<file path="src/rtl/mtts_pkg.sv">
// Shared types, constants and elaboration-time table builders for the 2-3-2 sigmoid MLP.
package mtts_pkg;

   // Field and register geometry
   localparam int READING_W     = 8;
   localparam int DRIVE_W       = 8;
   localparam int FIELD_W       = 16;
   localparam int INPUT_COUNT   = 2;
   localparam int HIDDEN_COUNT  = 3;
   localparam int OUTPUT_COUNT  = 2;
   localparam int HID_REG_W     = FIELD_W * (INPUT_COUNT + 1);
   localparam int OUT_REG_W     = FIELD_W * (HIDDEN_COUNT + 1);
   localparam int CSR_DATA_W    = OUT_REG_W;
   localparam int CSR_IDX_W     = 3;

   // Accumulator bits added on top of the weight fraction bits
   localparam int ACC_GUARD     = 19;

   // Normalization and output scaling
   localparam int NORM_FULL_SCALE = 100;
   localparam int NORM_IDX_W      = 7;
   localparam int DRIVE_MAX       = 255;

   // Sigmoid table construction
   localparam int          EXP_FRAC       = 30;
   localparam int          EXP_TERMS      = 12;
   localparam int          EXP_SQUARINGS  = 4;
   localparam int          EXP_PRE_SHIFT  = 4;
   localparam int          SIG_HALF_RANGE = 8;
   localparam int          SIG_VAL_W      = 16;
   localparam logic [63:0] EXP_ONE        = 64'd1 << EXP_FRAC;

   // Register indexes of the configuration port
   localparam logic [CSR_IDX_W-1:0] CSR_HIDDEN_ONE   = 3'd0;
   localparam logic [CSR_IDX_W-1:0] CSR_HIDDEN_TWO   = 3'd1;
   localparam logic [CSR_IDX_W-1:0] CSR_HIDDEN_THREE = 3'd2;
   localparam logic [CSR_IDX_W-1:0] CSR_OUT_LEFT     = 3'd3;
   localparam logic [CSR_IDX_W-1:0] CSR_OUT_RIGHT    = 3'd4;

   // Pipeline stage numbering
   localparam int STAGES       = 10;
   localparam int STG_NORM     = 0;
   localparam int STG_HID_PROD = 1;
   localparam int STG_HID_ACC  = 2;
   localparam int STG_HID_IDX  = 3;
   localparam int STG_HID_ROM  = 4;
   localparam int STG_OUT_PROD = 5;
   localparam int STG_OUT_ACC  = 6;
   localparam int STG_OUT_IDX  = 7;
   localparam int STG_OUT_ROM  = 8;
   localparam int STG_DRIVE    = 9;

   typedef struct packed {
      logic [READING_W-1:0] left_reading;
      logic [READING_W-1:0] right_reading;
   } req_type;

   typedef struct packed {
      logic [DRIVE_W-1:0] left_drive;
      logic [DRIVE_W-1:0] right_drive;
   } rsp_type;

   typedef struct packed {
      logic [STAGES-1:0] en;
      logic [STAGES-1:0] vld;
   } pipe_ctrl_type;

   typedef struct packed {
      logic idx_en;
      logic rom_en;
   } sig_en_type;

   // Restoring shift-subtract division, used only while building tables
   function automatic logic [63:0] udiv64(input logic [63:0] num, input logic [63:0] den);
      logic [63:0] quo;
      logic [64:0] rem;
      quo = '0;
      rem = '0;
      for (int b = 63; b >= 0; b--) begin
         rem = {rem[63:0], num[b]};
         if (rem >= {1'b0, den}) begin
            rem    = rem - {1'b0, den};
            quo[b] = 1'b1;
         end
      end
      return quo;
   endfunction

   // e^-a in Q1.30: series on a/16, then square four times
   function automatic logic [63:0] exp_neg_q30(input logic [63:0] a);
      logic [63:0] y;
      logic [63:0] term;
      logic [63:0] sum;
      logic [63:0] prod;
      y    = a >> EXP_PRE_SHIFT;
      term = EXP_ONE;
      sum  = EXP_ONE;
      for (int k = 1; k <= EXP_TERMS; k++) begin
         prod = (term * y) >> EXP_FRAC;
         term = udiv64(prod, 64'(k));
         if (k[0]) begin
            sum = (sum >= term) ? sum - term : '0;
         end else begin
            sum = sum + term;
         end
      end
      if (sum > EXP_ONE) begin
         sum = EXP_ONE;
      end
      for (int s = 0; s < EXP_SQUARINGS; s++) begin
         sum = (sum * sum) >> EXP_FRAC;
      end
      return sum;
   endfunction

   // Sigmoid at the center of bin i, rounded to nearest with frac_bits fraction bits
   function automatic logic [SIG_VAL_W-1:0] sigmoid_entry(input int entries,
                                                           input int frac_bits,
                                                           input int i);
      int          num;
      logic [63:0] mag;
      logic [63:0] ax;
      logic [63:0] e;
      logic [63:0] den;
      logic [63:0] top;
      logic [63:0] v;
      num = 2 * i + 1 - entries;
      mag = 64'((num < 0) ? -num : num);
      ax  = udiv64(mag * 64'(SIG_HALF_RANGE) * EXP_ONE, 64'(entries));
      e   = exp_neg_q30(ax);
      den = EXP_ONE + e;
      top = (num >= 0) ? EXP_ONE : e;
      v   = udiv64((top << frac_bits) + (den >> 1), den);
      return v[SIG_VAL_W-1:0];
   endfunction

endpackage

</file>
<file path="src/rtl/mtts_norm.sv">
// Sensor reading normalization: clamp to full scale and map to a Q1.F activation.
module mtts_norm #(
   parameter int FRAC_BITS = 12
) (
   input  logic [mtts_pkg::READING_W-1:0] reading,
   output logic [FRAC_BITS:0]             act
);
   import mtts_pkg::*;

   localparam int ACT_W = FRAC_BITS + 1;

   logic [NORM_IDX_W-1:0] read_clip;
   logic [ACT_W-1:0]      norm_rom [NORM_FULL_SCALE+1];

   // Build reading*2^F/100 for every reading up to full scale
   for (genvar g = 0; g <= NORM_FULL_SCALE; g++) begin : g_norm
      localparam logic [ACT_W-1:0] V = ACT_W'((g << FRAC_BITS) / NORM_FULL_SCALE);
      assign norm_rom[g] = V;
   end

   // Saturate readings above full scale
   assign read_clip = (reading > READING_W'(NORM_FULL_SCALE)) ?
                      NORM_IDX_W'(NORM_FULL_SCALE) : reading[NORM_IDX_W-1:0];

   assign act = norm_rom[read_clip];

endmodule

</file>
<file path="config.mk">
export PLATFORM = sky130hd
export DESIGN_NAME = mtts_norm
export DESIGN_NICKNAME = d
export VERILOG_FILES = /design/src/rtl/mtts_pkg.sv /design/src/rtl/mtts_norm.sv
export SDC_FILE = /design/constraint.sdc
export NUM_CORES = 1
export LEC_CHECK = 0
export ABC_AREA = 0
export BUFFER_PORTS_ARGS = -buffer_cell sky130_fd_sc_hd__buf_2
export CORE_MARGIN = 1.5
export CORE_UTILIZATION = 55
export DETAILED_ROUTE_END_ITERATION = 12
export GPL_TIMING_DRIVEN = 0
export PLACE_DENSITY = 0.76
export SLEW_MARGIN = 25
export SYNTH_ARGS = -nofsm -noshare
export SYNTH_HDL_FRONTEND = slang
export SYNTH_SLANG_ARGS = --single-unit
</file>
<file path="constraint.sdc">
create_clock -name vclk -period 5.2
set_clock_uncertainty 0.05 [all_clocks]
set_input_delay 1.04 -clock vclk [all_inputs]
set_output_delay 1.04 -clock vclk [all_outputs]
set_load 0.01 [all_outputs]
</file>
==> impl_metrics.toml <==
[finish]
drive_gt1_share_pct = 14.7
antenna_cells = 0
layout_common_cells = "nand2_1, a21oi_1, buf_2"
nFillCells = 321
final-instance-count-excl-fill = 370
layout.nets = 351
final_common_cell = "nand2_1"
postLayoutCellArea_sq_mm = 0.00201
multiInputGateArea_sq_mm = 0.00169
nFlopsAndLatches = 0
ff_latch_area_sq_um = 0
areaGrowthSynthToFinish_pct = 7.70
nClkBuffers = 0

[global_route]
grt_pass1_vias = 2389
grt_pass1_wl_um = 12800
grt_remaining_overflow = 0
grt_use_met3_pct = 15.1
met1_usage_pct = 62.4
grt_util_all_layers_pct = 46.5
grt.busiest_layer = "met2"
antenna_found_initial = 0
met2_usage_pct = 68.1
grt_max_degree = 15

[drt]
finalWirelength_um = 8470
drt-vias-per-instance = 7.59
dr.pass1.iters = 7
wl_per_cell_um = 22.9
antenna_left = 0
via_count = 2808
drcViolationCount = 0
drt-initial-drc-count = 598

[critical_path]
crit_slowest_cell = "ha_1"
worstSetupPathType = "in2out"
required_ns = 4.11
arrival_ns = 4.04
worst_setup_path_start_kind = "primary input"
end_kind = "output port"
crit_chain = "buf_2, buf_4, nor2_4, nand2_1, a21oi_2, nand2_1, inv_1, ha_1, a21oi_1, a221o_1, nor3_1, o221ai_1, buf_2"
crit_fanout = 10
crit_path_max_incr_delay_ns = 0.38

[timing]
period_needed_ns = 5.13
worst_pin_slew_ns = 0.769
fin_crit_sh_pct = 98.6
drv_slew = 0
relSlewSlack_pct = 48.5
fin_hold_ws_ns = 2.65
final_hold_viol_count = 0
setup_viol = 0
max_freq_mhz = 195
rsz0062_at_grt = "no"
setup_slack_ns = 0.0727

[floorplanning]
die_x_um = 61.3
io_pins = 21
core-area_sq_mm = 0.00315
initial_core_util_pct = 59.3
die_y_um = 61.3
rows = 20
die_area_sq_mm = 0.00376

[synthesis]
yosysWarnings = 0
syn-cell-area_sq_mm = 0.00187
seq_area_frac_synth_pct = 0
synth_cell_types = 60
netlist_instances = 312
avgSynthCellArea_sq_um = 5.99
synth_nets = 335

[worst_hold_path]
hp-class = "in2out"

[power_and_ir_drop]
cellLeakagePower_nw = 0.782
irDropWorstVdd_mv = 0.0520
power_density_mw_per_mm2 = 100

[place]
place_inst = 374
preCtsSetupSlack_ns = -0.229
routabilityCongestion = 1.11
place_area_sq_mm = 0.00201
dp_hpwl_um = 5860
io_buffers = 18

[clocking]
hold_buffers = 0

[status]
outcome = "finished, final reports clean"

[flow_run]
max_cap_viol_count = 0
-- synthesized netlist by cell type, types with 8 or more instances --
library cell  count  area share (%)
clkbuf_1         14             2.8
nand2_1          44             8.8
buf_2            12             3.2
nor2_1           25             5.0
a31oi_1           8             2.7
o21ai_0          21             5.6
nand2b_1         12             4.0
o221ai_1          8             3.7
inv_1             9             1.8
o22ai_1          11             3.7
a21oi_1          35             9.4
ha_1             15              10
nand3_1           9             2.4
-- worst paths after layout --
| path | start | to | slack, ns | cells after the start |
|---|---|---|---|---|
| max | reading[4] | act[7] | 0.07 | 13 |
| min | reading[0] | act[0] | 2.65 | 5 |
-- area by class of cell --
class / instances / share of cell area, %
repair buffers: 18 / 4.47
well taps: 44 / 2.73
inverters: 10 / 1.86
plain buffers: 28 / 7.15
multi-input cells: 270 / 83.8
-- logic make-up (layout without fill, tap and decap cells) --
| kind of cell | count (synthesis) | after routing | synth area share, % |
|---|---|---|---|
| AOI/OAI and AO/OA | 130 | 130 | 47.2 |
| adders and majority gates | 15 | 15 | 10.0 |
| xor gates and xnor gates | 1 | 1 | 0.469 |
| muxes | 1 | 1 | 0.535 |
| buffers and inverters | 42 | 56 | 10.4 |
| and+or+nand+nor | 123 | 123 | 31.3 |
-- metal layers --
layer | part of all wire (%) | wire length [um]
met4 | 6.7 | 571
met5 | 0 | 0
met2 | 40 | 3380
met1 | 36 | 3070
met3 | 17 | 1450
-- critical path: cells and delay by family --
family | cells | cell delay [ns]
buffers and inverters | 4 | 0.64
AOI/OAI and AO/OA | 4 | 0.98
and+or+nand+nor | 4 | 0.98
adders and majority gates | 1 | 0.38
-- power breakdown --
part,switching [mW],internal [mW]
sequential,0,0
combinational,0.136,0.0666
clock,0,0
-- metrics by stage --
step           utilization [%]  TNS, ns  power, mW
3_3_place_gp              63.9   -0.469      0.188
4_1_cts                   63.8        0      0.188
2_1_floorplan                -        0      0.131
3_5_place_dp              63.9   -0.661      0.187
6_report                  63.8        0      0.202
5_1_grt                   63.8        0      0.213
-- repair_timing --
item / 4_1_cts / 5_1_grt
cloned: 0 / 0
setup buffers: 0 / 0
endpoints found under the setup margin: 5 / 7
gates resized for setup: 2 / 4
Power figures use the tool's default switching activity.
