**src/rtl/mtts_pkg.sv**
```systemverilog
// Shared types, constants and elaboration-time table builders for the 2-3-2 sigmoid MLP.
package mtts_pkg;

   // Field and register geometry
   localparam int READING_W     = 8;
   localparam int DRIVE_W       = 8;
   localparam int FIELD_W       = 16;
   localparam int INPUT_COUNT   = 2;
   localparam int HIDDEN_COUNT  = 3;
   localparam int OUTPUT_COUNT  = 2;
   localparam int HID_REG_W     = FIELD_W * (INPUT_COUNT + 1);
   localparam int OUT_REG_W     = FIELD_W * (HIDDEN_COUNT + 1);
   localparam int CSR_DATA_W    = OUT_REG_W;
   localparam int CSR_IDX_W     = 3;

   // Accumulator bits added on top of the weight fraction bits
   localparam int ACC_GUARD     = 19;

   // Normalization and output scaling
   localparam int NORM_FULL_SCALE = 100;
   localparam int NORM_IDX_W      = 7;
   localparam int DRIVE_MAX       = 255;

   // Sigmoid table construction
   localparam int          EXP_FRAC       = 30;
   localparam int          EXP_TERMS      = 12;
   localparam int          EXP_SQUARINGS  = 4;
   localparam int          EXP_PRE_SHIFT  = 4;
   localparam int          SIG_HALF_RANGE = 8;
   localparam int          SIG_VAL_W      = 16;
   localparam logic [63:0] EXP_ONE        = 64'd1 << EXP_FRAC;

   // Register indexes of the configuration port
   localparam logic [CSR_IDX_W-1:0] CSR_HIDDEN_ONE   = 3'd0;
   localparam logic [CSR_IDX_W-1:0] CSR_HIDDEN_TWO   = 3'd1;
   localparam logic [CSR_IDX_W-1:0] CSR_HIDDEN_THREE = 3'd2;
   localparam logic [CSR_IDX_W-1:0] CSR_OUT_LEFT     = 3'd3;
   localparam logic [CSR_IDX_W-1:0] CSR_OUT_RIGHT    = 3'd4;

   // Pipeline stage numbering
   localparam int STAGES       = 10;
   localparam int STG_NORM     = 0;
   localparam int STG_HID_PROD = 1;
   localparam int STG_HID_ACC  = 2;
   localparam int STG_HID_IDX  = 3;
   localparam int STG_HID_ROM  = 4;
   localparam int STG_OUT_PROD = 5;
   localparam int STG_OUT_ACC  = 6;
   localparam int STG_OUT_IDX  = 7;
   localparam int STG_OUT_ROM  = 8;
   localparam int STG_DRIVE    = 9;

   typedef struct packed {
      logic [READING_W-1:0] left_reading;
      logic [READING_W-1:0] right_reading;
   } req_type;

   typedef struct packed {
      logic [DRIVE_W-1:0] left_drive;
      logic [DRIVE_W-1:0] right_drive;
   } rsp_type;

   typedef struct packed {
      logic [STAGES-1:0] en;
      logic [STAGES-1:0] vld;
   } pipe_ctrl_type;

   typedef struct packed {
      logic idx_en;
      logic rom_en;
   } sig_en_type;

   // Restoring shift-subtract division, used only while building tables
   function automatic logic [63:0] udiv64(input logic [63:0] num, input logic [63:0] den);
      logic [63:0] quo;
      logic [64:0] rem;
      quo = '0;
      rem = '0;
      for (int b = 63; b >= 0; b--) begin
         rem = {rem[63:0], num[b]};
         if (rem >= {1'b0, den}) begin
            rem    = rem - {1'b0, den};
            quo[b] = 1'b1;
         end
      end
      return quo;
   endfunction

   // e^-a in Q1.30: series on a/16, then square four times
   function automatic logic [63:0] exp_neg_q30(input logic [63:0] a);
      logic [63:0] y;
      logic [63:0] term;
      logic [63:0] sum;
      logic [63:0] prod;
      y    = a >> EXP_PRE_SHIFT;
      term = EXP_ONE;
      sum  = EXP_ONE;
      for (int k = 1; k <= EXP_TERMS; k++) begin
         prod = (term * y) >> EXP_FRAC;
         term = udiv64(prod, 64'(k));
         if (k[0]) begin
            sum = (sum >= term) ? sum - term : '0;
         end else begin
            sum = sum + term;
         end
      end
      if (sum > EXP_ONE) begin
         sum = EXP_ONE;
      end
      for (int s = 0; s < EXP_SQUARINGS; s++) begin
         sum = (sum * sum) >> EXP_FRAC;
      end
      return sum;
   endfunction

   // Sigmoid at the center of bin i, rounded to nearest with frac_bits fraction bits
   function automatic logic [SIG_VAL_W-1:0] sigmoid_entry(input int entries,
                                                           input int frac_bits,
                                                           input int i);
      int          num;
      logic [63:0] mag;
      logic [63:0] ax;
      logic [63:0] e;
      logic [63:0] den;
      logic [63:0] top;
      logic [63:0] v;
      num = 2 * i + 1 - entries;
      mag = 64'((num < 0) ? -num : num);
      ax  = udiv64(mag * 64'(SIG_HALF_RANGE) * EXP_ONE, 64'(entries));
      e   = exp_neg_q30(ax);
      den = EXP_ONE + e;
      top = (num >= 0) ? EXP_ONE : e;
      v   = udiv64((top << frac_bits) + (den >> 1), den);
      return v[SIG_VAL_W-1:0];
   endfunction

endpackage

```
**src/rtl/mtts_sigmoid.sv**
```systemverilog
// Two-stage sigmoid: clamp the net sum to a table index, then registered table read.
module mtts_sigmoid #(
   parameter int ENTRIES   = 256,
   parameter int FRAC_BITS = 12
) (
   input  logic                                          clock,
   input  mtts_pkg::sig_en_type                          en,
   input  logic signed [FRAC_BITS+mtts_pkg::ACC_GUARD-1:0] acc,
   output logic [FRAC_BITS:0]                            act
);
   import mtts_pkg::*;

   localparam int ACC_W  = FRAC_BITS + ACC_GUARD;
   localparam int ACT_W  = FRAC_BITS + 1;
   localparam int IDX_W  = $clog2(ENTRIES);
   localparam int DIV_SH = 2 * FRAC_BITS + 4;
   localparam int SH_W   = ((ACC_W > DIV_SH) ? ACC_W : DIV_SH) + 1;
   localparam int NUM_W  = $clog2(ENTRIES + 1);
   localparam int MUL_W  = SH_W + NUM_W;
   localparam int Q_W    = MUL_W - DIV_SH;
   localparam logic signed [SH_W-1:0] OFFSET = SH_W'({1'b1, {(DIV_SH-1){1'b0}}});

   logic signed [SH_W-1:0]  shifted;
   logic [MUL_W-1:0]        scaled;
   logic [Q_W-1:0]          quot;
   logic [IDX_W-1:0]        idx_in;
   logic [IDX_W-1:0]        idx_ff;
   logic [ACT_W-1:0]        act_ff;
   logic [ACT_W-1:0]        sig_rom [ENTRIES];

   // Fill the table with sigmoid values at bin centers over [-8,8)
   for (genvar g = 0; g < ENTRIES; g++) begin : g_rom
      localparam logic [SIG_VAL_W-1:0] V = sigmoid_entry(ENTRIES, FRAC_BITS, g);
      assign sig_rom[g] = ACT_W'(V);
   end

   // Move the net sum to [0,16), scale by the entry count, drop the fraction
   assign shifted = SH_W'(acc) + OFFSET;
   assign scaled  = MUL_W'($unsigned(shifted)) * MUL_W'(ENTRIES);
   assign quot    = scaled[MUL_W-1:DIV_SH];

   // Clamp below to the first entry and above to the last
   always_comb begin
      if (shifted[SH_W-1]) begin
         idx_in = '0;
      end else if (quot >= Q_W'(ENTRIES)) begin
         idx_in = IDX_W'(ENTRIES - 1);
      end else begin
         idx_in = quot[IDX_W-1:0];
      end
   end

   // Index register, then registered table read
   always_ff @(posedge clock) begin
      if (en.idx_en) begin
         idx_ff <= idx_in;
      end
      if (en.rom_en) begin
         act_ff <= sig_rom[idx_ff];
      end
   end

   assign act = act_ff;

endmodule

```
**config.mk**
```make
export PLATFORM = sky130hd
export DESIGN_NAME = mtts_sigmoid
export DESIGN_NICKNAME = d
export VERILOG_FILES = /design/src/rtl/mtts_pkg.sv /design/src/rtl/mtts_sigmoid.sv
export SDC_FILE = /design/constraint.sdc
export NUM_CORES = 1
export LEC_CHECK = 0
export CORE_UTILIZATION = 38
export DETAILED_ROUTE_END_ITERATION = 6
export DONT_BUFFER_PORTS = 1
export PLACE_DENSITY_LB_ADDON = 0.1
export SLEW_MARGIN = 20
export SYNTH_ARGS = -nofsm -noshare
export SYNTH_HDL_FRONTEND = slang
export SYNTH_SLANG_ARGS = --single-unit
```
**constraint.sdc**
```tcl
create_clock -name clock -period 3.5 [get_ports clock]
set_input_delay 1.05 -clock clock [delete_from_list [all_inputs] [get_ports clock]]
set_output_delay 1.05 -clock clock [all_outputs]
set_load 0.05 [all_outputs]
```
==> flow_summary.yaml <==
floorplanning:
  placementRows: 34
  initial_core_util_pct: 39.31
  core_ar_um2: 8763
  io_pins: 47
  die_y_um: 97.21
  floorplan_die_width_um: 97.21
  die_area_um2: 9450
global_routing:
  grt_pass1_vias: 3702
  grt_overflow_total: 0
  grt_first_pass_wirelength_mm: 21.11
  pin_count_of_the_biggest_net_entering_global_routing: 72
  antenna_found_initial: 0
  grt.total_usage_pct: 28.52
drt:
  routed_wl_mm: 13.57
  drt_first_iter_violations: 662
  first_pass_iters: 6
  post_drt_via_cell_ratio: 6.961
  drt_drc_violations_left: 0
  num_vias: 3933
  detail_route.wl_per_cell_um: 24.02
  antenna_left: 0
synthesis:
  number_of_enable_flip_flop_cells_after_synthesis: 20
  synth_warnings: 0
  number_of_standard_cells_after_synthesis: 481
  post_synth.cell_area_avg_um2: 7.161
  synthesis.nets: 532
  netlist-cell-type-count: 71
  postSynthRegisterBits: 20
  postSynth.asyncResetShare_pct: 0
  netlist_area_um2: 3445
  ys.flop_type: "sky130_fd_sc_hd__edfxtp_1"
  ys_seq_area_share_pct: 17.44
placed_design:
  place_congestion: 0.9702
  pre_cts_slack_ns: 0.8618
  hpwl_mm: 9.583
  io_buffers: 0
final_layout:
  nets: 509
  antenna_cells_inserted: 0
  fraction_of_layout_instances_using_a_drive_strength_above_1_pct: 10.50
  syn2layout_area_growth_pct: 1.998
sta:
  timing.final.ws_setup_ns: 0.7890
  period_share_pct: 77.46
  setup_total_negative_slack_ns: 0
  timing_worst_slew_pin_value_ns: 0.7405
  finalSetupViolations: 0
  timing.final.max_slew_violations: 0
  fin_worst_skew_ns: 0.0009611
  final_period_minus_worst_setup_slack_ns: 2.711
  worst_slew_margin_pct: 50.63
  holdWs_ns: 0.8194
  grt_setup_unrepaired: "false"
  finalHoldViolCount: 0
  clock.fmax_mhz: 368.9
cts:
  cts.reportedPaths.clkPinSlew_ns: 0.07
  numClockSinks: 20
  cts_htree_levels: 1
  hold_buffers: 0
  buffer_count_from_post_cts_setup_fixing: 0
  postCtsResizedCells: 0
  cts_root_buf: "sky130_fd_sc_hd__clkbuf_8"
  max-clock-path-buffers: 2
  clkLatencyLatePin_ns: 0.26
  cts_inserted_buffers: 3
  tritoncts: "built"
critical_path:
  critical_path_at_ns: 2.72
  worst_ep_required_ns: 3.51
  critPathLaunch: "idx_ff[2]$_SDFFCE_PP0P_"
  cp_max_delay_cell: "sky130_fd_sc_hd__edfxtp_1"
  timing.rr.start: "idx_ff[2]$_SDFFCE_PP0P_"
  critical_path.max_fanout: 19
  startpoint_type: "flip-flop"
  setup.worst_path.class: "flip-flop to flip-flop"
  worstSetupEndpointType: "flip-flop"
  critical_path.top_delay_family: "flip-flops"
  timing.critical_path.cells: "buf_4 > buf_4 > nor2b_1 > or3_1 > a22oi_1 > o31a_1 > o2111ai_1 > o31a_1"
  critPathMaxStageDelay_ns: 0.72
  worstPathBufferInverterCount: 2
power_and_ir_drop:
  static-leakage-power_nw: 1.230
  peak_supply_drop_uv: 189.7
  power-per-cell-area_nw_per_um2: 367.3
status:
  run_status: "complete, no violations"
hold_path:
  hp-class: "flip-flop to flip-flop"
  hold_path_startpoint: "idx_ff[7]$_SDFFCE_PP0P_"
job:
  max_cap_violations: 0
## power by group
part	switching [mW]	total [mW]	internal [mW]
combinational	0.475	0.730	0.255
sequential	0.101	0.406	0.305
clock	0.0769	0.155	0.0783
total	0.653	1.29	0.638
## cell families (layout without fill, tap and decap cells)
group	after synthesis	after routing	share of synthesized area [%]
AOI/OAI and AO/OA	194	194	37.81
buffers and inverters	59	35	9.699
xor gates and xnor gates	2	2	0.5086
muxes	2	2	0.9444
and+or+nand+nor	186	186	27.32
DFF	20	20	17.44
adders and majority gates	17	17	6.175
other	1	1	0.1089
## metrics by stage
step	util [%]	power [mW]	instances	instance area [um2]
global placement	39.58	1.120	561	3468
finish	40.09	1.291	565	3513
global route	40.09	1.361	565	3513
detailed placement	39.58	1.110	561	3468
CTS	40.09	1.269	565	3513
floorplan	-	0.9249	481	3445
## placed cells by master (no fill, tap or decap), types with 3 or more instances in the layout
cell type,n
sky130_fd_sc_hd__edfxtp_1,20
sky130_fd_sc_hd__inv_1,3
sky130_fd_sc_hd__o211ai_1,12
sky130_fd_sc_hd__and2_1,3
sky130_fd_sc_hd__o311ai_0,3
sky130_fd_sc_hd__o21ai_1,6
sky130_fd_sc_hd__o311ai_1,3
sky130_fd_sc_hd__a211oi_1,8
sky130_fd_sc_hd__buf_4,24
sky130_fd_sc_hd__o21a_1,8
sky130_fd_sc_hd__nor2_1,43
sky130_fd_sc_hd__a21oi_1,50
sky130_fd_sc_hd__nand3_1,15
sky130_fd_sc_hd__a311oi_1,6
sky130_fd_sc_hd__and2b_4,3
sky130_fd_sc_hd__or2_1,4
sky130_fd_sc_hd__clkbuf_8,3
sky130_fd_sc_hd__a31oi_1,17
sky130_fd_sc_hd__o21ai_0,35
sky130_fd_sc_hd__a32oi_1,3
sky130_fd_sc_hd__nor2b_1,12
sky130_fd_sc_hd__inv_2,3
sky130_fd_sc_hd__or3_1,3
sky130_fd_sc_hd__ha_1,17
sky130_fd_sc_hd__nand3b_1,3
sky130_fd_sc_hd__nand2b_1,16
sky130_fd_sc_hd__a311o_1,5
sky130_fd_sc_hd__o22ai_1,4
sky130_fd_sc_hd__nor4_1,3
sky130_fd_sc_hd__nand4_1,5
sky130_fd_sc_hd__o2111ai_1,5
sky130_fd_sc_hd__a22oi_1,3
sky130_fd_sc_hd__o31ai_1,6
sky130_fd_sc_hd__nand2_1,50
sky130_fd_sc_hd__nor3_1,10
## synthesized netlist by cell type (3+ instances only)
library cell                 n  share of area (%)
sky130_fd_sc_hd__inv_1       3               0.33
sky130_fd_sc_hd__a21oi_1    50                7.3
sky130_fd_sc_hd__o31ai_1     6                1.3
sky130_fd_sc_hd__nor2b_1    12                2.2
sky130_fd_sc_hd__buf_2      24                3.5
sky130_fd_sc_hd__and2_1      3               0.54
sky130_fd_sc_hd__nand3_1    15                2.2
sky130_fd_sc_hd__a211oi_1    8                1.7
sky130_fd_sc_hd__o21ai_0    35                5.1
sky130_fd_sc_hd__inv_2       3               0.33
sky130_fd_sc_hd__buf_6       9                2.9
sky130_fd_sc_hd__o21ai_1     6               0.87
sky130_fd_sc_hd__o21a_1      8                1.7
sky130_fd_sc_hd__o211ai_1   12                2.6
sky130_fd_sc_hd__a22oi_1     3               0.65
sky130_fd_sc_hd__nor3_1     10                1.5
sky130_fd_sc_hd__ha_1       17                6.2
sky130_fd_sc_hd__or3_1       3               0.54
sky130_fd_sc_hd__nand3b_1    3               0.65
sky130_fd_sc_hd__clkbuf_1   16                1.7
sky130_fd_sc_hd__nand2b_1   16                2.9
sky130_fd_sc_hd__o311ai_0    3               0.76
sky130_fd_sc_hd__o311ai_1    3               0.76
sky130_fd_sc_hd__nand2_1    50                5.4
sky130_fd_sc_hd__o22ai_1     4               0.73
sky130_fd_sc_hd__a32oi_1     3               0.76
sky130_fd_sc_hd__o2111ai_1   5                1.3
sky130_fd_sc_hd__buf_4       4               0.87
sky130_fd_sc_hd__and2b_4     3               0.87
sky130_fd_sc_hd__a31oi_1    17                3.1
sky130_fd_sc_hd__a311oi_1    6                1.5
sky130_fd_sc_hd__nor2_1     43                4.7
sky130_fd_sc_hd__or2_1       4               0.73
sky130_fd_sc_hd__edfxtp_1   20                 17
sky130_fd_sc_hd__a311o_1     5                1.5
sky130_fd_sc_hd__nand4_1     5               0.91
sky130_fd_sc_hd__nor4_1      3               0.54
## flip-flops by register name, summed over array words and instances, names as in the netlist
register	count
idx_ff	8
act	12
## path summary, 6_finish.rpt
| path | end | slack, ns | cells past startpoint |
|---|---|---|---|
| max | act[2]$_DFFE_PP_ | 0.79 | 8 |
| min | act[11]$_DFFE_PP_ | 0.82 | 1 |
| max reg2reg | act[2]$_DFFE_PP_ | 0.79 | 8 |
| min reg2reg | act[11]$_DFFE_PP_ | 0.82 | 1 |
## layout make-up
cell class / count / area, um2
tap: 108 / 135.1
fill: 934 / 5250
inverter: 6 / 22.52
clock inverter: 1 / 3.754
timing repair buffer: 25 / 200.2
sequential: 20 / 600.6
clock buffer: 3 / 41.29
multi-input combinational: 402 / 2510
## layer usage
layer,up-vias,track usage [%],wire length (um)
met1,1825,38.20,5478
met2,299,44.47,6048
met5,-,0,0
met3,57,5.612,1465
li1,1752,-,-
met4,0,12.44,578
(Power assumes the default switching activity.)
