[config.mk]
export PLATFORM = sky130hd
export DESIGN_NAME = mtts_pipe_ctrl
export DESIGN_NICKNAME = d
export VERILOG_FILES = /design/src/rtl/mtts_pkg.sv /design/src/rtl/mtts_pipe_ctrl.sv
export SDC_FILE = /design/constraint.sdc
export NUM_CORES = 1
export LEC_CHECK = 0
export BUFFER_PORTS_ARGS = -buffer_cell sky130_fd_sc_hd__buf_2
export CAP_MARGIN = 5
export CORE_AREA = 2 2 39 41
export CTS_CLUSTER_SIZE = 12
export DETAILED_ROUTE_END_ITERATION = 12
export DIE_AREA = 0 0 41 43
export PLACE_DENSITY = 0.69
export SLEW_MARGIN = 20
export SYNTH_ARGS = -nofsm -noshare
export SYNTH_HDL_FRONTEND = slang
export SYNTH_SLANG_ARGS = --single-unit
[constraint.sdc]
create_clock -name clock -period 1.15 [get_ports clock]
set_input_delay 0.0575 -clock clock [delete_from_list [all_inputs] [get_ports clock]]
set_output_delay 0.0575 -clock clock [all_outputs]
set_load 0.005 [all_outputs]
[src/rtl/mtts_pkg.sv]
// Shared types, constants and elaboration-time table builders for the 2-3-2 sigmoid MLP.
package mtts_pkg;

   // Field and register geometry
   localparam int READING_W     = 8;
   localparam int DRIVE_W       = 8;
   localparam int FIELD_W       = 16;
   localparam int INPUT_COUNT   = 2;
   localparam int HIDDEN_COUNT  = 3;
   localparam int OUTPUT_COUNT  = 2;
   localparam int HID_REG_W     = FIELD_W * (INPUT_COUNT + 1);
   localparam int OUT_REG_W     = FIELD_W * (HIDDEN_COUNT + 1);
   localparam int CSR_DATA_W    = OUT_REG_W;
   localparam int CSR_IDX_W     = 3;

   // Accumulator bits added on top of the weight fraction bits
   localparam int ACC_GUARD     = 19;

   // Normalization and output scaling
   localparam int NORM_FULL_SCALE = 100;
   localparam int NORM_IDX_W      = 7;
   localparam int DRIVE_MAX       = 255;

   // Sigmoid table construction
   localparam int          EXP_FRAC       = 30;
   localparam int          EXP_TERMS      = 12;
   localparam int          EXP_SQUARINGS  = 4;
   localparam int          EXP_PRE_SHIFT  = 4;
   localparam int          SIG_HALF_RANGE = 8;
   localparam int          SIG_VAL_W      = 16;
   localparam logic [63:0] EXP_ONE        = 64'd1 << EXP_FRAC;

   // Register indexes of the configuration port
   localparam logic [CSR_IDX_W-1:0] CSR_HIDDEN_ONE   = 3'd0;
   localparam logic [CSR_IDX_W-1:0] CSR_HIDDEN_TWO   = 3'd1;
   localparam logic [CSR_IDX_W-1:0] CSR_HIDDEN_THREE = 3'd2;
   localparam logic [CSR_IDX_W-1:0] CSR_OUT_LEFT     = 3'd3;
   localparam logic [CSR_IDX_W-1:0] CSR_OUT_RIGHT    = 3'd4;

   // Pipeline stage numbering
   localparam int STAGES       = 10;
   localparam int STG_NORM     = 0;
   localparam int STG_HID_PROD = 1;
   localparam int STG_HID_ACC  = 2;
   localparam int STG_HID_IDX  = 3;
   localparam int STG_HID_ROM  = 4;
   localparam int STG_OUT_PROD = 5;
   localparam int STG_OUT_ACC  = 6;
   localparam int STG_OUT_IDX  = 7;
   localparam int STG_OUT_ROM  = 8;
   localparam int STG_DRIVE    = 9;

   typedef struct packed {
      logic [READING_W-1:0] left_reading;
      logic [READING_W-1:0] right_reading;
   } req_type;

   typedef struct packed {
      logic [DRIVE_W-1:0] left_drive;
      logic [DRIVE_W-1:0] right_drive;
   } rsp_type;

   typedef struct packed {
      logic [STAGES-1:0] en;
      logic [STAGES-1:0] vld;
   } pipe_ctrl_type;

   typedef struct packed {
      logic idx_en;
      logic rom_en;
   } sig_en_type;

   // Restoring shift-subtract division, used only while building tables
   function automatic logic [63:0] udiv64(input logic [63:0] num, input logic [63:0] den);
      logic [63:0] quo;
      logic [64:0] rem;
      quo = '0;
      rem = '0;
      for (int b = 63; b >= 0; b--) begin
         rem = {rem[63:0], num[b]};
         if (rem >= {1'b0, den}) begin
            rem    = rem - {1'b0, den};
            quo[b] = 1'b1;
         end
      end
      return quo;
   endfunction

   // e^-a in Q1.30: series on a/16, then square four times
   function automatic logic [63:0] exp_neg_q30(input logic [63:0] a);
      logic [63:0] y;
      logic [63:0] term;
      logic [63:0] sum;
      logic [63:0] prod;
      y    = a >> EXP_PRE_SHIFT;
      term = EXP_ONE;
      sum  = EXP_ONE;
      for (int k = 1; k <= EXP_TERMS; k++) begin
         prod = (term * y) >> EXP_FRAC;
         term = udiv64(prod, 64'(k));
         if (k[0]) begin
            sum = (sum >= term) ? sum - term : '0;
         end else begin
            sum = sum + term;
         end
      end
      if (sum > EXP_ONE) begin
         sum = EXP_ONE;
      end
      for (int s = 0; s < EXP_SQUARINGS; s++) begin
         sum = (sum * sum) >> EXP_FRAC;
      end
      return sum;
   endfunction

   // Sigmoid at the center of bin i, rounded to nearest with frac_bits fraction bits
   function automatic logic [SIG_VAL_W-1:0] sigmoid_entry(input int entries,
                                                           input int frac_bits,
                                                           input int i);
      int          num;
      logic [63:0] mag;
      logic [63:0] ax;
      logic [63:0] e;
      logic [63:0] den;
      logic [63:0] top;
      logic [63:0] v;
      num = 2 * i + 1 - entries;
      mag = 64'((num < 0) ? -num : num);
      ax  = udiv64(mag * 64'(SIG_HALF_RANGE) * EXP_ONE, 64'(entries));
      e   = exp_neg_q30(ax);
      den = EXP_ONE + e;
      top = (num >= 0) ? EXP_ONE : e;
      v   = udiv64((top << frac_bits) + (den >> 1), den);
      return v[SIG_VAL_W-1:0];
   endfunction

endpackage

[src/rtl/mtts_pipe_ctrl.sv]
// Valid bits and per-stage ready chain for the datapath pipeline.
module mtts_pipe_ctrl (
   input  logic                    clock,
   input  logic                    reset,
   input  logic                    in_valid,
   input  logic                    out_ready,
   output logic                    in_ready,
   output mtts_pkg::pipe_ctrl_type ctrl
);
   import mtts_pkg::*;

   logic [STAGES-1:0] vld_ff;
   logic [STAGES-1:0] vld_in;
   logic [STAGES-1:0] upstream;
   logic [STAGES:0]   rdy;

   // A stage can load when it is empty or its content moves on
   assign rdy[STAGES] = out_ready;
   for (genvar k = 0; k < STAGES; k++) begin : g_rdy
      assign rdy[k] = !vld_ff[k] || rdy[k+1];
   end

   // Advance valid bits where a stage loads, hold them where it stalls
   assign upstream = {vld_ff[STAGES-2:0], in_valid};
   assign vld_in   = (rdy[STAGES-1:0] & upstream) | (~rdy[STAGES-1:0] & vld_ff);

   always_ff @(posedge clock) begin
      if (reset) begin
         vld_ff <= '0;
      end else begin
         vld_ff <= vld_in;
      end
   end

   assign in_ready = rdy[0];
   assign ctrl.en  = rdy[STAGES-1:0];
   assign ctrl.vld = vld_ff;

   // An accepted beat occupies the first stage next cycle
   a_accept_fills: assert property (@(posedge clock) disable iff (reset)
      (in_valid && in_ready) |=> vld_ff[0])
      else $error("accepted beat missing from first stage");

   // A result appears only out of the stage before it
   a_result_source: assert property (@(posedge clock) disable iff (reset)
      $rose(vld_ff[STAGES-1]) |-> $past(vld_ff[STAGES-2]))
      else $error("result valid without a beat in the previous stage");

   // An empty pipeline always takes a beat
   a_empty_ready: assert property (@(posedge clock) disable iff (reset)
      (vld_ff == '0) |-> in_ready)
      else $error("empty pipeline not ready");

endmodule

==> results.toml, run 1 <==
[worst_setup_path]
cp_slowest_cell = "dfxtp_2"
path_cells = "and4_4 > nand4_4 > or2_1 > buf_2"
worstSetupEndpointType = "output port"
crit_family = "simple AND/OR/NAND/NOR gates"
worstPathArrival_ps = 1300
reg2regPathDepth = 6
critPathBufInv = 1
cp-start-kind = "register"
slowest_delay_ps = 330
worst-setup-path-type = "register to output port"
crit_cells = 4
cp.required_ps = 1090
cp_max_fo = 3

[placed_design]
hpwl_um = 743
gp_congestion = 0.683
dp_slack_ps = -1.09
portBuffers = 24

[timing]
slew_viol_final = 0
finClkSkew_ps = 0.417
finalCritPeriodShare = 1.18
tightest_slew_ps = 249
holdWs_ps = 12.6
fin_crit_ps = 1350
worst_slack_ps = -205
setup_viol = 11
hold_violations = 0
fmax_mhz = 738
max_slew_margin = 0.834
rsz0062_at_grt = "true"

[finish]
fin_nets = 88
layout_commonest_cell = "buf_2"
fill_cells = 137
antennaDiodeCount = 0
most-common-layout-cells = "buf_2 (23), buf_4 (11), nor2_1 (7), dfxtp_2 (7), inv_1 (6)"
drive_above_1_share = 0.639
area_growth_pct = 66.6

[power_and_ir_drop]
switching_share = 0.195
p_per_area_nw_per_um2 = 1020
ir_worst_vdd_v = 0.000521
p_sw_uw = 135
seqPwrFrac = 0.515
power_frac_clock = 0.443
p_comb_frac = 0.043
cellInternalPower_uw = 557
p_leak_nw = 0.321

[logic_synthesis]
syn_inst = 46
synth_top_area_cell = "dfxtp_1"
synth_warnings = 0
syn_avg_cell_area_um2 = 8.87
synth_top_area_frac = 0.491
yosys-top-cells-area = "dfxtp_1 (49%), a21oi_1 (8.6%), nor2_1 (6.4%)"
synth.distinct_cells = 17
syn-num-nets = 50
synth_seq_area_share = 0.491
ys_ff_latch = 10
syn_area_um2 = 408

[floorplanning]
core_area_um2 = 1380
io-pin-count = 25
initial_core_util = 0.295
die_h_um = 43
chipWidth_um = 41
rows = 14
die_area_um2 = 1760

[drt]
wl_um = 970
first_pass_iters = 4
vias = 428
dr.first_iter.drc_count = 6
drcViolationCount = 0
via_per_inst = 4.32
drt-wirelength-per-cell_um = 9.80
antenna_left = 0

[global_route]
grt_antenna_before_repair = 0
grt_pass1_wl_um = 1410
grt.total_usage = 0.121
grt_max_degree = 12
overflow = 0
grt_pass1_vias = 366

[clock_tree]
htree_levels = 1
cts_tree = "done"
root_buffer = "clkbuf_4"
clkTransAtPathRegs_ps = 60
cts_buffer_depth = 2
clkLatencyLatePin_ps = 260
cts_num_sinks = 10
cts_buffers = 3

[min_path]
min_delay_path_depth = 3
hp-class = "input pin to register"
min_from = "in_valid"

[run_status]
failed_checks = "setup timing"
status = "complete, but fails checks"

[flow_run]
drv_cap = 0
-- metrics by stage --
stage               std cells   util  setup TNS, ps  power (mW)  cell area, um^2
floorplan                  46      -          -83.4       0.377              410
global placement           90  0.420              0       0.391              581
detailed placement         90  0.420          -1.09       0.392              581
CTS                        97  0.476          -1770       0.704              659
global route               99  0.491          -2410       0.732              679
finish                     99  0.491          -1550       0.692              679
-- synthesized netlist by cell type, drive strengths merged --
library cell,instances
or2,1
nand3,2
nand4,2
dfxtp,10
clkbuf,1
buf,2
nand2,3
nor2b,1
o31ai,1
inv,6
nand2b,1
and4b,1
nor2,7
and4,1
a21oi,7
-- tightest hold or removal path: cells and delay by family --
| kind | cells | cell delay, ps |
|---|---|---|
| buf+inv | 1 | 80 |
| simple gates | 1 | 60 |
| compound gates | 1 | 50 |
-- layout make-up --
type	count	area (um^2)	area share
Clock buffer	4	36.3	0.0534
Inverter	6	22.5	0.0331
Multi-Input combinational cell	27	171	0.252
Sequential cell	10	209	0.308
Tap cell	16	20.0	0.0295
Timing Repair Buffer	36	220	0.324
-- routing by layer --
metal  vias to the layer above  part of all wire  wire [um]  global-route usage
met1                       185              0.45        433               0.149
met4                         0                 0          0              0.0800
met5                         -                 0          0                   0
met3                         0             0.095         92              0.0314
met2                        19              0.46        445               0.175
li1                        224                 -          -                   -
-- power groups by stage --
stage	Combinational [mW]	Sequential, mW	Clock, mW
2_1_floorplan	0.0123	0.365	0
5_1_grt	0.0319	0.357	0.343
4_1_cts	0.0293	0.356	0.319
3_3_place_gp	0.0268	0.364	0
3_5_place_dp	0.0272	0.364	0
6_report	0.0296	0.356	0.306
-- path summary, 6_finish.rpt --
check | end | slack, ps
worst max-delay path | ctrl[10] | -200
worst min-delay path | register | 10
worst max register to register | register | -150
worst min register to register | register | 510
-- cells by family (layout without fill, tap and decap cells) --
family                 Yosys count  count (layout)  synth area share
AO/OA/AOI/OAI                    8               8             0.117
buffers and inverters            9              46             0.110
flip-flops                      10              10             0.491
AND/OR/NAND/NOR                 19              19             0.282
-- what timing repair did --
action	4_1_cts	5_1_grt
buffers inserted	3	2
pin swaps	4	4
gates resized for setup	8	2
setup endpoints to repair	11	15
hold buffers	0	0
Note: power is estimated with default switching activity, not from simulation.
==> inputs of run 2 (changes only) <==
--- a/config.mk
+++ b/config.mk
@@ -11,7 +11,7 @@
 export CTS_CLUSTER_SIZE = 12
 export DETAILED_ROUTE_END_ITERATION = 12
 export DIE_AREA = 0 0 41 43
-export PLACE_DENSITY = 0.69
+export SKIP_CTS_REPAIR_TIMING = 1
 export SLEW_MARGIN = 20
 export SYNTH_ARGS = -nofsm -noshare
 export SYNTH_HDL_FRONTEND = slang
==> results.toml, run 2 (same netlist as run 1, synthesis figures left out) <==
[flow_run]
drv_cap = 0

[finish]
drive_above_1_share = 0.608
fin_cells = 95
post-route-cell-area_um2 = 649
fin_nets = 84
area_growth_pct = 59.2
antennaDiodeCount = 0
layout_commonest_cell = "buf_2"
most-common-layout-cells = "buf_2 (23), nor2_1 (7), buf_4 (7)"

[clock_tree]
clkLatencyLatePin_ps = 270
htree_levels = 1
cts_buffer_depth = 2
root_buffer = "clkbuf_4"
cts_tree = "done"
cts_num_sinks = 10
cts_buffers = 3
clkTransAtPathRegs_ps = 70

[global_route]
grt_antenna_before_repair = 0
grt.total_usage = 0.120
overflow = 0
grt_max_degree = 12
grt_pass1_wl_um = 1410
grt_pass1_vias = 334

[placed_design]
dp_slack_ps = 36.9
gp_congestion = 0.656
dp.cells = 89
portBuffers = 24
postPlaceCellArea_um2 = 573
hpwl_um = 690

[drt]
first_pass_iters = 4
vias = 406
via_per_inst = 4.27
dr.first_iter.drc_count = 2
wl_um = 1010
drt-wirelength-per-cell_um = 10.6
antenna_left = 0
drcViolationCount = 0

[floorplanning]
chipWidth_um = 41
die_area_um2 = 1760
io-pin-count = 25
core_area_um2 = 1380
initial_core_util = 0.295
die_h_um = 43
rows = 14

[worst_setup_path]
crit_family = "simple AND/OR/NAND/NOR gates"
cp_max_fo = 4
reg2regPathDepth = 5
path_cells = "and4_4 > nand4_4 > or2_1 > buf_2"
rrSetupSlack_ps = -60
worstSetupEndpointType = "output port"
worst-setup-path-type = "register to output port"
slowest_delay_ps = 350
cp_slowest_cell = "dfxtp_1"
cp-start-kind = "register"
worstPathArrival_ps = 1360
critPathBufInv = 1
cp.required_ps = 1090

[power_and_ir_drop]
cellInternalPower_uw = 557
p_sw_uw = 150
power_uw = 707
seqPwrFrac = 0.504
p_per_area_nw_per_um2 = 1090
power_frac_clock = 0.455
p_leak_nw = 0.299
switching_share = 0.212
ir_worst_vdd_v = 0.000552
p_comb_frac = 0.041

[timing]
finalCritPeriodShare = 1.23
fin_crit_ps = 1420
rsz0062_at_grt = "true"
slew_viol_final = 0
holdWs_ps = -0.0630
finClkSkew_ps = 2.71
fmax_mhz = 705
hold_violations = 1
worst_slack_ps = -269
tightest_slew_ps = 223
max_slew_margin = 0.851
setup_viol = 11

[min_path]
min_delay_path_depth = 3
min_from = "in_valid"
hp-class = "input pin to register"

[run_status]
status = "complete, but fails checks"
failed_checks = "hold timing, setup timing"
[run 2: cell types whose count changed in the layout (fill, tap and decap cells not counted)]
| cell | previous run | this run |
|---|---|---|
| nor2b_1 | 1 | 0 |
| nor2b_2 | 0 | 1 |
| dfxtp_2 | 7 | 5 |
| buf_4 | 11 | 7 |
| dfxtp_1 | 3 | 5 |
[run 2: power groups by stage]
stage          sequential, mW  clock [mW]  combinational (mW)
4_1_cts                 0.356       0.330              0.0272
3_3_place_gp            0.364           0              0.0271
3_5_place_dp            0.365           0              0.0268
2_1_floorplan           0.365           0              0.0123
6_report                0.356       0.321              0.0292
5_1_grt                 0.357       0.354              0.0326
[run 2: metal layers]
metal,part of all wire,track usage,vias to the layer above,wire length (um)
li1,-,-,217,-
met1,0.46,0.149,171,460
met2,0.46,0.159,16,468
met3,0.069,0.0681,2,70
met4,0.0099,0.0600,0,10
met5,0,0,-,0
[run 2: layout make-up]
| type | count | area, um^2 |
|---|---|---|
| Timing Repair Buffer | 32 | 190 |
| Sequential cell | 10 | 206 |
| Clock buffer | 4 | 36.3 |
| Multi-Input combinational cell | 27 | 174 |
| Inverter | 6 | 22.5 |
| Fill cell | 150 | 734 |
| Tap cell | 16 | 20.0 |
[run 2: worst max-delay path by stage]
| stage | startpoint | endpoint | slack (ps) | depth (start not counted) |
|---|---|---|---|---|
| final | register | ctrl[10] | -270 | 4 |
| after global routing | register | ctrl[10] | -360 | 4 |
| after CTS | register | ctrl[10] | -270 | 4 |
| after detailed placement | register | register | 40 | 4 |
| after global placement | register | in_ready | 40 | 4 |
| after floorplan | register | ctrl[10] | -80 | 5 |
[run 2: per-stage QoR]
step	setup TNS, ps	utilization
after global routing	-2670	0.469
final	-1760	0.469
after CTS	-1930	0.440
after detailed placement	0	0.414
after floorplan	-83.4	-
after global placement	0	0.414
[run 2: worst reg2reg max path, stage by stage, from the launching register on]
cell,delay (ps)
dfxtp_1,350
and4_4,270
nand4_4,100
buf_4,140
buf_6,110
o31ai_2,150
